**config.mk**
```make
export PLATFORM = sky130hd
export DESIGN_NAME = substring_search
export DESIGN_NICKNAME = d
export VERILOG_FILES = /design/src/rtl/ss_pkg.sv /design/src/rtl/substring_search.sv
export SDC_FILE = /design/constraint.sdc
export NUM_CORES = 1
export LEC_CHECK = 0
export BUFFER_PORTS_ARGS = -buffer_cell sky130_fd_sc_hd__buf_2
export CAP_MARGIN = 10
export CORE_ASPECT_RATIO = 1.75
export CORE_MARGIN = 4
export CORE_UTILIZATION = 50
export DETAILED_ROUTE_END_ITERATION = 7
export GPL_TIMING_DRIVEN = 0
export PLACE_DENSITY_LB_ADDON = 0.08
export SKIP_CTS_REPAIR_TIMING = 1
export SLEW_MARGIN = 0
export SYNTH_ARGS = -nofsm -noshare
export SYNTH_HDL_FRONTEND = slang
export SYNTH_SLANG_ARGS = --single-unit
export TNS_END_PERCENT = 5
```
**constraint.sdc**
```tcl
create_clock -name clock -period 5.35 [get_ports clock]
set_clock_uncertainty 0.1 [all_clocks]
set_input_delay 1.07 -clock clock [delete_from_list [all_inputs] [get_ports clock]]
set_output_delay 1.07 -clock clock [all_outputs]
set_load 0.005 [all_outputs]
```
**src/rtl/ss_pkg.sv**
```systemverilog
// Shared types and constants for the substring search block.
`timescale 1ns / 1ps

package ss_pkg;

   localparam int MAX_NEEDLE_DEFAULT   = 16;
   localparam int MAX_HAYSTACK_DEFAULT = 65536;
   localparam int POS_W                = 16;

   typedef enum logic [1:0] {
      KIND_START    = 2'd0,
      KIND_NEEDLE   = 2'd1,
      KIND_HAYSTACK = 2'd2,
      KIND_END      = 2'd3
   } kind_type;

   typedef struct packed {
      kind_type    kind;
      logic [7:0]  character;
   } req_type;

   typedef struct packed {
      logic              found;
      logic [POS_W-1:0]  position;
      logic              needle_overflow;
      logic              haystack_overflow;
   } rsp_type;

endpackage

```
**src/rtl/substring_search.sv**
```systemverilog
// Top level of the substring search block: stream matcher with a parallel window compare.
//
// Usage: every word on the req channel carries a kind and a character. A start word opens
// a new search, needle words append to the needle, haystack words shift into the window,
// and an end word makes the block send one rsp word with the found flag, the start
// position of the first match and the two overflow flags. Only end words give a result.
// Both channels use valid and ready; a word moves when both are high.
// A request word is held in an input register and is applied to the search state from
// there; an end word's result is registered in the output register and shown on rsp.
// One word is taken every cycle while req_ready is high: the needle is kept in a shift
// register aligned with the haystack window, so each haystack byte is checked by one
// row of byte comparators. When the receiver stalls, the result stays in the output
// register; needle and haystack words keep flowing, and only an end word waits in the
// input register, which then lowers req_ready until the output register is free.
// Reset empties the needle and the window and leaves an open, empty search, as a start
// word does. No clearing pass is needed.

`timescale 1ns / 1ps

module substring_search #(
   parameter int MAX_NEEDLE   = ss_pkg::MAX_NEEDLE_DEFAULT,
   parameter int MAX_HAYSTACK = ss_pkg::MAX_HAYSTACK_DEFAULT
) (
   input  logic            clock,
   input  logic            reset,
   input  logic            req_valid,
   output logic            req_ready,
   input  ss_pkg::req_type req_data,
   output logic            rsp_valid,
   input  logic            rsp_ready,
   output ss_pkg::rsp_type rsp_data
);

   localparam int NEED_W = $clog2(MAX_NEEDLE + 1);
   localparam int SEEN_W = $clog2(MAX_HAYSTACK + 1);
   localparam int CMP_W  = (NEED_W > SEEN_W) ? NEED_W : SEEN_W;

   logic                     in_valid_ff, in_valid_in;
   ss_pkg::req_type          in_ff;
   logic                     rsp_valid_ff, rsp_valid_in;
   ss_pkg::rsp_type          rsp_ff, rsp_in;

   logic [7:0]               ndl_ff [MAX_NEEDLE];
   logic [7:0]               ndl_in [MAX_NEEDLE];
   logic [7:0]               win_ff [MAX_NEEDLE];
   logic [7:0]               win_in [MAX_NEEDLE];
   logic [NEED_W-1:0]        count_ff, count_in;
   logic                     ndl_drop_ff, ndl_drop_in;
   logic [SEEN_W-1:0]        seen_ff, seen_in;
   logic                     hay_drop_ff, hay_drop_in;
   logic                     match_ff, match_in;
   logic [ss_pkg::POS_W-1:0] start_ff, start_in;

   logic                     stall;
   logic                     proceed;
   logic [MAX_NEEDLE-1:0]    byte_ok;
   logic                     window_hit;
   logic [SEEN_W-1:0]        seen_next;
   logic [SEEN_W-1:0]        start_diff;

   assign stall     = in_valid_ff && (in_ff.kind == ss_pkg::KIND_END) &&
                      rsp_valid_ff && !rsp_ready;
   assign req_ready = !stall;
   assign proceed   = in_valid_ff && !stall;
   assign rsp_valid = rsp_valid_ff;
   assign rsp_data  = rsp_ff;

   assign seen_next  = seen_ff + SEEN_W'(1);
   assign start_diff = seen_next - SEEN_W'(count_ff);

   // Entry a of the needle register holds the needle byte that must sit at age a.
   always_comb begin
      byte_ok[0] = (count_ff == '0) || (in_ff.character == ndl_ff[0]);
      for (int a = 1; a < MAX_NEEDLE; a++) begin
         if (NEED_W'(a) < count_ff) begin
            byte_ok[a] = (win_ff[a-1] == ndl_ff[a]);
         end else begin
            byte_ok[a] = 1'b1;
         end
      end
      window_hit = &byte_ok;
   end

   always_comb begin
      in_valid_in  = in_valid_ff;
      rsp_valid_in = rsp_valid_ff;
      rsp_in       = rsp_ff;
      ndl_in       = ndl_ff;
      win_in       = win_ff;
      count_in     = count_ff;
      ndl_drop_in  = ndl_drop_ff;
      seen_in      = seen_ff;
      hay_drop_in  = hay_drop_ff;
      match_in     = match_ff;
      start_in     = start_ff;

      if (rsp_ready) begin
         rsp_valid_in = 1'b0;
      end
      if (req_ready) begin
         in_valid_in = req_valid;
      end

      if (proceed) begin
         case (in_ff.kind)
            ss_pkg::KIND_START: begin
               count_in    = '0;
               ndl_drop_in = 1'b0;
               seen_in     = '0;
               hay_drop_in = 1'b0;
               match_in    = 1'b0;
               start_in    = '0;
            end
            ss_pkg::KIND_NEEDLE: begin
               if (count_ff == NEED_W'(MAX_NEEDLE)) begin
                  ndl_drop_in = 1'b1;
               end else begin
                  ndl_in[0] = in_ff.character;
                  for (int a = 1; a < MAX_NEEDLE; a++) begin
                     ndl_in[a] = ndl_ff[a-1];
                  end
                  count_in = count_ff + NEED_W'(1);
               end
            end
            ss_pkg::KIND_HAYSTACK: begin
               if (seen_ff == SEEN_W'(MAX_HAYSTACK)) begin
                  hay_drop_in = 1'b1;
               end else begin
                  win_in[0] = in_ff.character;
                  for (int a = 1; a < MAX_NEEDLE; a++) begin
                     win_in[a] = win_ff[a-1];
                  end
                  seen_in = seen_next;
                  if (!match_ff && (count_ff != '0) &&
                      (CMP_W'(seen_next) >= CMP_W'(count_ff)) && window_hit) begin
                     match_in = 1'b1;
                     start_in = ss_pkg::POS_W'(start_diff);
                  end
               end
            end
            ss_pkg::KIND_END: begin
               rsp_valid_in              = 1'b1;
               rsp_in.found              = (count_ff == '0) || match_ff;
               rsp_in.position           = ((count_ff != '0) && match_ff) ? start_ff : '0;
               rsp_in.needle_overflow    = ndl_drop_ff;
               rsp_in.haystack_overflow  = hay_drop_ff;
            end
            default: begin
               rsp_valid_in = rsp_valid_in;
            end
         endcase
      end
   end

   always_ff @(posedge clock) begin
      if (reset) begin
         in_valid_ff  <= 1'b0;
         rsp_valid_ff <= 1'b0;
         count_ff     <= '0;
         ndl_drop_ff  <= 1'b0;
         seen_ff      <= '0;
         hay_drop_ff  <= 1'b0;
         match_ff     <= 1'b0;
         start_ff     <= '0;
      end else begin
         in_valid_ff  <= in_valid_in;
         rsp_valid_ff <= rsp_valid_in;
         count_ff     <= count_in;
         ndl_drop_ff  <= ndl_drop_in;
         seen_ff      <= seen_in;
         hay_drop_ff  <= hay_drop_in;
         match_ff     <= match_in;
         start_ff     <= start_in;
      end
   end

   always_ff @(posedge clock) begin
      if (req_valid && req_ready) begin
         in_ff <= req_data;
      end
      rsp_ff <= rsp_in;
      ndl_ff <= ndl_in;
      win_ff <= win_in;
   end

   a_count_bound: assert property (@(posedge clock) disable iff (reset)
      count_ff <= NEED_W'(MAX_NEEDLE))
      else $error("needle count exceeds capacity");

   a_seen_bound: assert property (@(posedge clock) disable iff (reset)
      seen_ff <= SEEN_W'(MAX_HAYSTACK))
      else $error("haystack count exceeds capacity");

   a_match_needs_needle: assert property (@(posedge clock) disable iff (reset)
      match_ff |-> (count_ff != '0))
      else $error("match recorded with an empty needle");

   a_end_waits: assert property (@(posedge clock) disable iff (reset)
      (in_valid_ff && (in_ff.kind == ss_pkg::KIND_END) && rsp_valid_ff && !rsp_ready)
      |=> (in_valid_ff && (in_ff.kind == ss_pkg::KIND_END) && rsp_valid_ff))
      else $error("end word lost while the output was stalled");

endmodule

```
[Yosys cells after proc, flatten, opt, wreduce, memory -nomap -nowiden]
Cells that the tools add are included.
Word-level totals
  register bits: 320
  bits of input ports: 14
  output and inout bits: 21
  word-level logic and storage cells: 152
Operators by class
  $add $sub $neg: 3
  order comparisons: 16
  equal/unequal tests: 26
  muxes and demuxes: 32
  bitwise gates (word level): 2
  reduce and logical (&&, ||, !) cells: 28
Operators with widths (count)
  8-bit equality test: 16
  4-bit by 5-bit less-than comparator with 1-bit output (first input constant): 8
  17-bit one-hot mux with 2 select lines: 1
  16-bit 2-to-1 mux: 2
  16-bit one-hot mux with 2 select lines: 1
  1-bit 2-to-1 mux: 22
  3-bit by 5-bit less-than comparator with 1-bit output (first input constant): 4
  3-bit AND reduction: 6
  17-bit by 1-bit adder with 17-bit output (second input constant): 1
  17-bit equality test (second input constant): 1
  17-bit by 5-bit >= comparator with 1-bit output: 1
  17-bit 2-to-1 mux: 1
  16-bit AND reduction: 1
  16-bit by 5-bit subtractor with 16-bit output: 1
  2-bit by 5-bit less-than comparator with 1-bit output (first input constant): 2
  2-bit inequality test (second input constant): 5
  5-bit one-hot mux with 2 select lines: 1
  1-bit logical AND: 9
  1-bit one-hot mux with 2 select lines: 3
  5-bit by 1-bit adder with 5-bit output (second input constant): 1
  5-bit equality test (second input constant): 1
  5-bit logical NOT: 1
  1-bit by 5-bit less-than comparator with 1-bit output (first input constant): 1
  5-bit 2-to-1 mux: 1
  10 further kinds: 16

[Depth between registers and ports, before layout]
Gate-level depths: netlist of the first run.
  depth in word-level cells: 7
  mapped depth: 13

[Least setup slack after synthesis of the first run]
Ideal clock, no wire load.
  path type: register to register
  start point: register count_ff[1]
  end point: register count_ff[3]
  arrival: 4056 ps
  data required time: 4963 ps
  setup slack: 907 ps
  cell stages (with the launch flop): 8
  period minus slack after synthesis: 4443 ps
  path through: dfxtp_1 -> inv_1 -> ha_1 -> and4_1 -> nor3b_1 -> nand2_1 -> inv_1 -> a221oi_1
Between the ends
  longest elaborated chain between the ends: 3
Ends and longest elaborated chain
  from (decl): line substring_search.sv:47  | logic [NEED_W-1:0] count_ff, count_in;
  from (signal assigned): line substring_search.sv:168  | count_ff <= count_in;
  5-bit by 1-bit adder with 5-bit output or 5-bit equality test (tied branches): line substring_search.sv:122, substring_search.sv:115
  5-bit 2-to-1 mux or 2-bit inequality test (tied branches)
  5-bit one-hot mux with 2 select lines or 3-bit AND reduction (tied branches)
Several ways; a longest one is shown, not always the timed one. The select of a mux whose other input is x is not followed.
A chain may end at the register's enable or synchronous reset.

[Worst setup path after layout of the first run]
  start point: register seen_ff[0]
  end point: register start_ff[12] (netlist name)
Between the ends
  longest elaborated chain between the ends: 6
Ends and longest elaborated chain
  from (decl): line substring_search.sv:49  | logic [SEEN_W-1:0] seen_ff, seen_in;
  from (signal assigned): line substring_search.sv:170  | seen_ff <= seen_in;
  17-bit by 1-bit adder with 17-bit output: line substring_search.sv:68  | assign seen_next = seen_ff + SEEN_W'(1);
  17-bit by 5-bit >= comparator with 1-bit output: line substring_search.sv:135  | (CMP_W'(seen_next) >= CMP_W'(count_ff)) && window_hit) begin
  1-bit logical AND: line substring_search.sv:134  | if (!match_ff && (count_ff != '0) &&
  1-bit logical AND: line substring_search.sv:135
  2-bit inequality test (no line)
  4-bit AND reduction (no line)
  to (signal assigned): line substring_search.sv:173  | start_ff <= start_in;
  to (decl): line substring_search.sv:52  | logic [ss_pkg::POS_W-1:0] start_ff, start_in;
Several ways; a longest one is shown, not always the timed one. The select of a mux whose other input is x is not followed.

==> results of run 1 <==
## critical path, stage by stage, from the launching register on
cell and delay [ns]:
sky130_fd_sc_hd__dfxtp_1 0.43, sky130_fd_sc_hd__ha_1 0.31, sky130_fd_sc_hd__nand3_4 0.20, sky130_fd_sc_hd__xnor2_1 0.18, sky130_fd_sc_hd__ha_1 0.31, sky130_fd_sc_hd__and3_1 0.18
sky130_fd_sc_hd__a221o_1 0.36, sky130_fd_sc_hd__nor3_2 0.43, sky130_fd_sc_hd__and3_1 0.29, sky130_fd_sc_hd__nand2_2 0.08, sky130_fd_sc_hd__nand4_4 0.14, sky130_fd_sc_hd__buf_6 0.16
sky130_fd_sc_hd__o21ai_1 0.07
## power groups by stage
stage / Clock [uW] / Sequential [uW] / Combinational, uW
global route: 2100 / 2760 / 116
global placement: 0 / 2820 / 103
finish: 1940 / 2760 / 104
floorplan: 0 / 2810 / 67.7
CTS: 2000 / 2760 / 108
detailed placement: 0 / 2810 / 107
## worst max path at each step
stage	from	endpoint	slack [ns]	depth (start not counted)
2_1_floorplan	count_ff[1]	count_ff[3]	0.91	7
3_3_place_gp	count_ff[1]	count_ff[3]	-0.72	7
3_5_place_dp	seen_ff[0]	start_ff[8]	1.99	12
4_1_cts	seen_ff[0]	start_ff[12]	1.95	12
5_1_grt	seen_ff[0]	start_ff[12]	1.73	12
6_report	seen_ff[0]	start_ff[12]	1.98	12
## sequential cells by signal, indices dropped and copies added (netlist names)
signal and cells:
rsp_data 19, in_valid_ff 1, win_ff 120, rsp_valid 1, count_ff 5, seen_ff 17
start_ff 16, ndl_ff 128, in_ff 10, match_ff 1, ndl_drop_ff 1, hay_drop_ff 1
## per-layer routing
layer,GRT usage [%],wire length (um)
met3,2.715,952
met1,19.16,8393
met5,0,0
met2,33.19,13440
met4,4.958,481
## per-stage QoR
step                setup slack, ns  cells  total power (uW)  instance area [sq um]
floorplan                    0.9066    821              2877                  12650
global placement            -0.7236   1166              2918                  13210
detailed placement            1.985   1169              2921                  13290
CTS                           1.954   1221              4864                  14170
global route                  1.727   1221              4973                  14170
finish                        1.981   1221              4799                  14170
## logic make-up (layout without fill, tap and decap cells)
kind of cell    after synthesis  after routing  synth area share [%]
compound gates              100            100                 5.074
xor+xnor                    154            154                 10.66
fa+ha+maj                    10             10                 1.048
buf+inv                      37            125                 1.414
flops                       320            320                 72.56
mux                           2              2                0.1681
simple gates                198            198                 9.070
## cells in the final DEF, fill, tap and decap left out, types with 8 or more instances in the layout
master                      synthesis  final
sky130_fd_sc_hd__a21o_1             8      8
sky130_fd_sc_hd__a21oi_1           22     22
sky130_fd_sc_hd__and2_1            18     18
sky130_fd_sc_hd__buf_2              7     39
sky130_fd_sc_hd__clkbuf_1          10     17
sky130_fd_sc_hd__clkbuf_16          0     28
sky130_fd_sc_hd__dfxtp_1           43     43
sky130_fd_sc_hd__edfxtp_1         277    277
sky130_fd_sc_hd__ha_1               9      9
sky130_fd_sc_hd__inv_1             15     14
sky130_fd_sc_hd__nand2_1           20     20
sky130_fd_sc_hd__nand3_1           28     28
sky130_fd_sc_hd__nand4_1           25     25
sky130_fd_sc_hd__nor2_1            47     46
sky130_fd_sc_hd__nor4_1            11     11
sky130_fd_sc_hd__o21ai_0           22     22
sky130_fd_sc_hd__o21ai_1           12     12
sky130_fd_sc_hd__or3_1              8      8
sky130_fd_sc_hd__xnor2_1          105    105
sky130_fd_sc_hd__xor2_1            49     49
## layout make-up
type | instances | area (sq um)
Multi-Input combinational cell | 464 | 3294
Tap cell | 312 | 390.4
Inverter | 15 | 61.31
Timing Repair Buffer | 36 | 235.2
Buffer | 22 | 128.9
Fill cell | 1959 | 10650
Clock inverter | 17 | 156.4
Clock buffer | 35 | 726.9
Sequential cell | 320 | 9179
==> run summary, run 1 <==
==================================================================================
Critical path peak fanout                                                       10
Top post-synthesis cells by count                                     277 x sky130_fd_sc_hd__edfxtp_1, 105 x sky130_fd_sc_hd__xnor2_1, 49 x sky130_fd_sc_hd__xor2_1, 47 x sky130_fd_sc_hd__nor2_1, 43 x sky130_fd_sc_hd__dfxtp_1
Hold endpoint                                                          rsp_data[0]
Starting DRC count in detailed routing                                         380
Netlist Area Pre-Place                                                 12650 sq um
Top_reg_cell synth                                                    sky130_fd_sc_hd__edfxtp_1
Die boundary width                                                        128.2 um
Number of antenna repair diodes                                                  0
Static Leak                                                            0.004557 uW
Arrival time of data at the critical path endpoint                         3.72 ns
Max IR drop VDD                                                          0.2711 mV
Start point of the worst min-delay path                                hay_drop_ff
Buffers added on ports                                                          33
Syn. warnings                                                                    0
Total negative slack                                                          0 ns
Post-synthesis to final-layout area growth                                  12.04%
Detail Placement HPWL                                                     16.21 mm
Status                                                                complete, no violations
Yosys top cell area share                                                   65.76%
Switch Pwr                                                                960.2 uW
Clock buffers created by TritonCTS                                              28
Max clock buf depth                                                              3
CP startpoint kind                                                        register
Terminus of the critical flop-to-flop path                            start_ff[12]
Clk root buf                                                          sky130_fd_sc_hd__clkbuf_16
End-of-flow core utilization                                                57.10%
Critical R2R Launch                                                     seen_ff[0]
Net count after synthesis                                                      845
Data required, critical path                                               5.70 ns
Core Box Area                                                          24820 sq um
Detail-routed via count per cell                                             5.413
Global-route usage over all layers                                          17.23%
Setup violators final                                                            0
Row cnt                                                                         76
Share of final-layout standard cells stronger than drive strength 1         11.99%
Nets@finish                                                                    911
Clk pwr share                                                                40.3%
Setup CP Type                                                         register to register
CTS sink cnt                                                                   320
Dominant cells by area after synthesis                                sky130_fd_sc_hd__edfxtp_1 66%, sky130_fd_sc_hd__xnor2_1 7.3%, sky130_fd_sc_hd__dfxtp_1 6.8%
Number of max-capacitance violations reported                                    0
Power Density                                                         338.6 nW/um^2
Sequential fraction of design power                                          57.5%
Antenna violations before repair                                                 0
Transition time at the pin with the least slew margin                    0.7459 ns
Clock tree from TritonCTS                                                    built
CTS H-tree lvls                                                                  1
Clk Latency, worst-skew pair                                               0.56 ns
Global-route wire length before repair                                    37.44 mm
Number of synthesized flops with an enable pin                                 277
Max frequency                                                           0.2968 GHz
Total congestion overflow                                                        0
Sequential fraction of the synthesis area                                   72.56%
DR DRC count                                                                     0
Die extent in y                                                           218.4 um
Min Clock Period, post-route                                              3.369 ns
Reg-to-reg slack, setup                                                    1.98 ns
Via count of the first global-routing pass                                    6996
Most frequently used cell type in the post-synthesis netlist          sky130_fd_sc_hd__edfxtp_1
Switching Share                                                             20.01%
Average wire per standard cell                                            19.06 um
Share of total power in combinational logic                                   2.2%
Count of final max-slew check failures                                           0
Max transition margin                                                       50.05%
Power Internal                                                             3839 uW
Routability Congestion                                                      0.8572
Post-synthesis cell type with the largest combined area               sky130_fd_sc_hd__edfxtp_1
Fraction of registers with async set/reset                                      0%
Starting density of the core                                                50.97%
Number of hold violations in the final report                                    0
Number of distinct library cells after synthesis                                63
Number of primary I/O pins                                                      35
Path depth of the worst reg2reg path                                            12
Detail Route Antenna Nets                                                        0
Instance count of the mapped netlist                                           821
CTS clk-pin slew, worst paths                                              0.06 ns
Total wire length after detailed routing                                  23.27 mm
Die outline area                                                       28010 sq um
Nature of the critical path endpoint                                      register
Via count                                                                     6609
Largest net degree at the start of global routing                              100
Path type of the worst min-delay path                                 register to register
Pre-antenna DRT Iters                                                            4
Period utilization                                                          62.98%
Setup repair after global routing missed its margin                          false
Cell depth of the worst min-delay path                                           0
Post-route worst hold slack                                              0.3423 ns
Average cell area after synthesis                                      15.41 sq um
Number of synthesized register bits                                            320
==================================================================================
Power figures use the tool's default switching activity.
==> inputs of run 2 (changes only) <==
- clock period: 5.35 -> 3.4 ns (I/O delays scaled with it)
==> run 2 against run 1 <==
Global-route usage up 0.054 points; critical path depth down 1; power up 60%; final area up 1.1%; maximum frequency up 7.4%; clock-buffer cell count down 3; die area unchanged; first-iteration DRC count up 8.2%; non-clock buffer count up 6; sequential power up 57%; final cell count up 0.57%; critical path type unchanged; critical endpoint is now start_ff[8].
==> run summary, run 2 (synthesized netlist as in run 1, its figures left out) <==
==================================================================================
Most repeated library cell on the critical path                       sky130_fd_sc_hd__xor2_1
CTS sink cnt                                                                   320
Largest net degree at the start of global routing                               95
Buffers and inverters on the worst path                                          0
Leading cell type in the layout, fill and taps excluded               sky130_fd_sc_hd__edfxtp_1
Chain of cells forming the critical path                              ha_2, xor2_1, ha_1, nor2b_1, o21ai_0, a21boi_0, or4_1, mux2_1, nand2_1, xor2_1, o21ai_1
Max clock buf depth                                                              3
CTS clk-pin slew, worst paths                                              0.06 ns
Core Box Area                                                          24820 sq um
Period utilization                                                          92.25%
CP startpoint kind                                                        register
End-of-flow core utilization                                                57.74%
Status                                                                complete, no violations
Starting DRC count in detailed routing                                         411
Die outline area                                                       28010 sq um
Setup CP Type                                                         register to register
Global-route usage over all layers                                          17.28%
Number of antenna repair diodes                                                  0
Starting density of the core                                                50.97%
Buffers added on ports                                                          33
Clk root buf                                                          sky130_fd_sc_hd__clkbuf_16
Transition time at the pin with the least slew margin                    0.7815 ns
Max IR drop VDD                                                          0.5068 mV
Static Leak                                                            0.004610 uW
Detail-routed via count per cell                                             5.431
Min Clock Period, post-route                                              3.137 ns
Pre-antenna DRT Iters                                                            5
Most flops, register                                                        ndl_ff
Critical path peak fanout                                                        6
Number of hold violations in the final report                                    0
Detail Placement HPWL                                                     16.38 mm
Final worst-path setup slack                                             0.2635 ns
Biggest cell delay along the critical path                                 0.50 ns
Data required, critical path                                               3.74 ns
Max FFs per register                                                           128
Delay-heaviest family, CP                                             simple AND/OR/NAND/NOR gates
Clk Latency, worst-skew pair                                               0.56 ns
Detail Route Antenna Nets                                                        0
Max transition margin                                                       47.79%
Share of final-layout standard cells stronger than drive strength 1         13.76%
Commonest cells after routing, fill and taps aside                    277 x sky130_fd_sc_hd__edfxtp_1, 105 x sky130_fd_sc_hd__xnor2_1, 49 x sky130_fd_sc_hd__xor2_1
Antenna violations before repair                                                 0
Number of primary I/O pins                                                      35
Pre-CTS worst setup slack                                               0.01597 ns
Post-route worst hold slack                                              0.1898 ns
Global-route wire length before repair                                    37.62 mm
Routability Congestion                                                      0.8620
Post-synthesis to final-layout area growth                                  13.29%
Nature of the critical path endpoint                                      register
Total wire length after detailed routing                                  23.41 mm
Via count of the first global-routing pass                                    6932
CTS H-tree lvls                                                                  1
Total negative slack                                                          0 ns
Total congestion overflow                                                        0
Pwr Total                                                                  7698 uW
Nets@finish                                                                    918
Arrival time of data at the critical path endpoint                         3.48 ns
Power Density                                                         537.2 nW/um^2
Clock tree from TritonCTS                                                    built
DR DRC count                                                                     0
Die boundary width                                                        128.2 um
Count of final max-slew check failures                                           0
Critical Path Slowest Stage Cell                                      sky130_fd_sc_hd__or4_1
Average wire per standard cell                                            19.06 um
Clock buffers created by TritonCTS                                              29
Row cnt                                                                         76
Number of max-capacitance violations reported                                    0
Die extent in y                                                           218.4 um
Setup repair after global routing missed its margin                          false
Setup violators final                                                            0
Path type of the worst min-delay path                                 input port to register
Max frequency                                                           0.3188 GHz
Via count                                                                     6669
==================================================================================
==> run 2: cell count changes in the layout (fill, tap and decap cells not counted), sizes merged <==
cell      delta
buf          +6
bufinv       +1
clkbuf       -3
clkinv       -1
clkinvlp     +4
==> run 2: through the flow <==
step | instance area (sq um) | instances
floorplan | 12670 | 821
global placement | 13220 | 1166
detailed placement | 13340 | 1171
CTS | 14270 | 1224
global route | 14330 | 1228
finish | 14330 | 1228
==> run 2: final cells by class <==
| class | count | area [sq um] |
|---|---|---|
| fillers | 1970 | 10490 |
| flip-flops and latches | 320 | 9183 |
| multi-input cells | 464 | 3321 |
| clock buffers | 32 | 737.0 |
| well taps | 312 | 390.4 |
| repair buffers | 42 | 312.8 |
| clock inverters | 21 | 198.9 |
| plain buffers | 22 | 128.9 |
| inverters | 15 | 60.06 |
==> run 2: path summary, 6_finish.rpt <==
check / endpoint / slack, ns / cells after the start / startpoint
max: start_ff[8] / 0.26 / 11 / seen_ff[1]
min: in_ff[3] / 0.19 / 1 / req_data[3]
max reg2reg: start_ff[8] / 0.26 / 11 / seen_ff[1]
min reg2reg: rsp_data[0] / 0.34 / 0 / hay_drop_ff
==> run 2: worst reg2reg max path: cells and delay by family, from the launching register on <==
kind	cells	cell delay [ns]
xor gates and xnor gates	2	0.35
and+or+nand+nor	3	0.73
muxes	1	0.34
AOI/OAI and AO/OA	3	0.48
adders and majority gates	2	0.59
DFF	1	0.43
==> run 2: where the power goes <==
part           total (uW)  switching, uW  internal (uW)
logic                 172            107           65.1
clock network        3190           1390           1800
registers            4340           39.5           4300
total                7700           1530           6170
==> run 2: layer usage <==
metal,vias up,track usage (%),part of all wire [%]
li1,3210,-,-
met1,3300,19.80,37
met2,132,32.53,57
met3,27,2.886,4.3
met4,0,5.064,2.0
met5,-,0,0
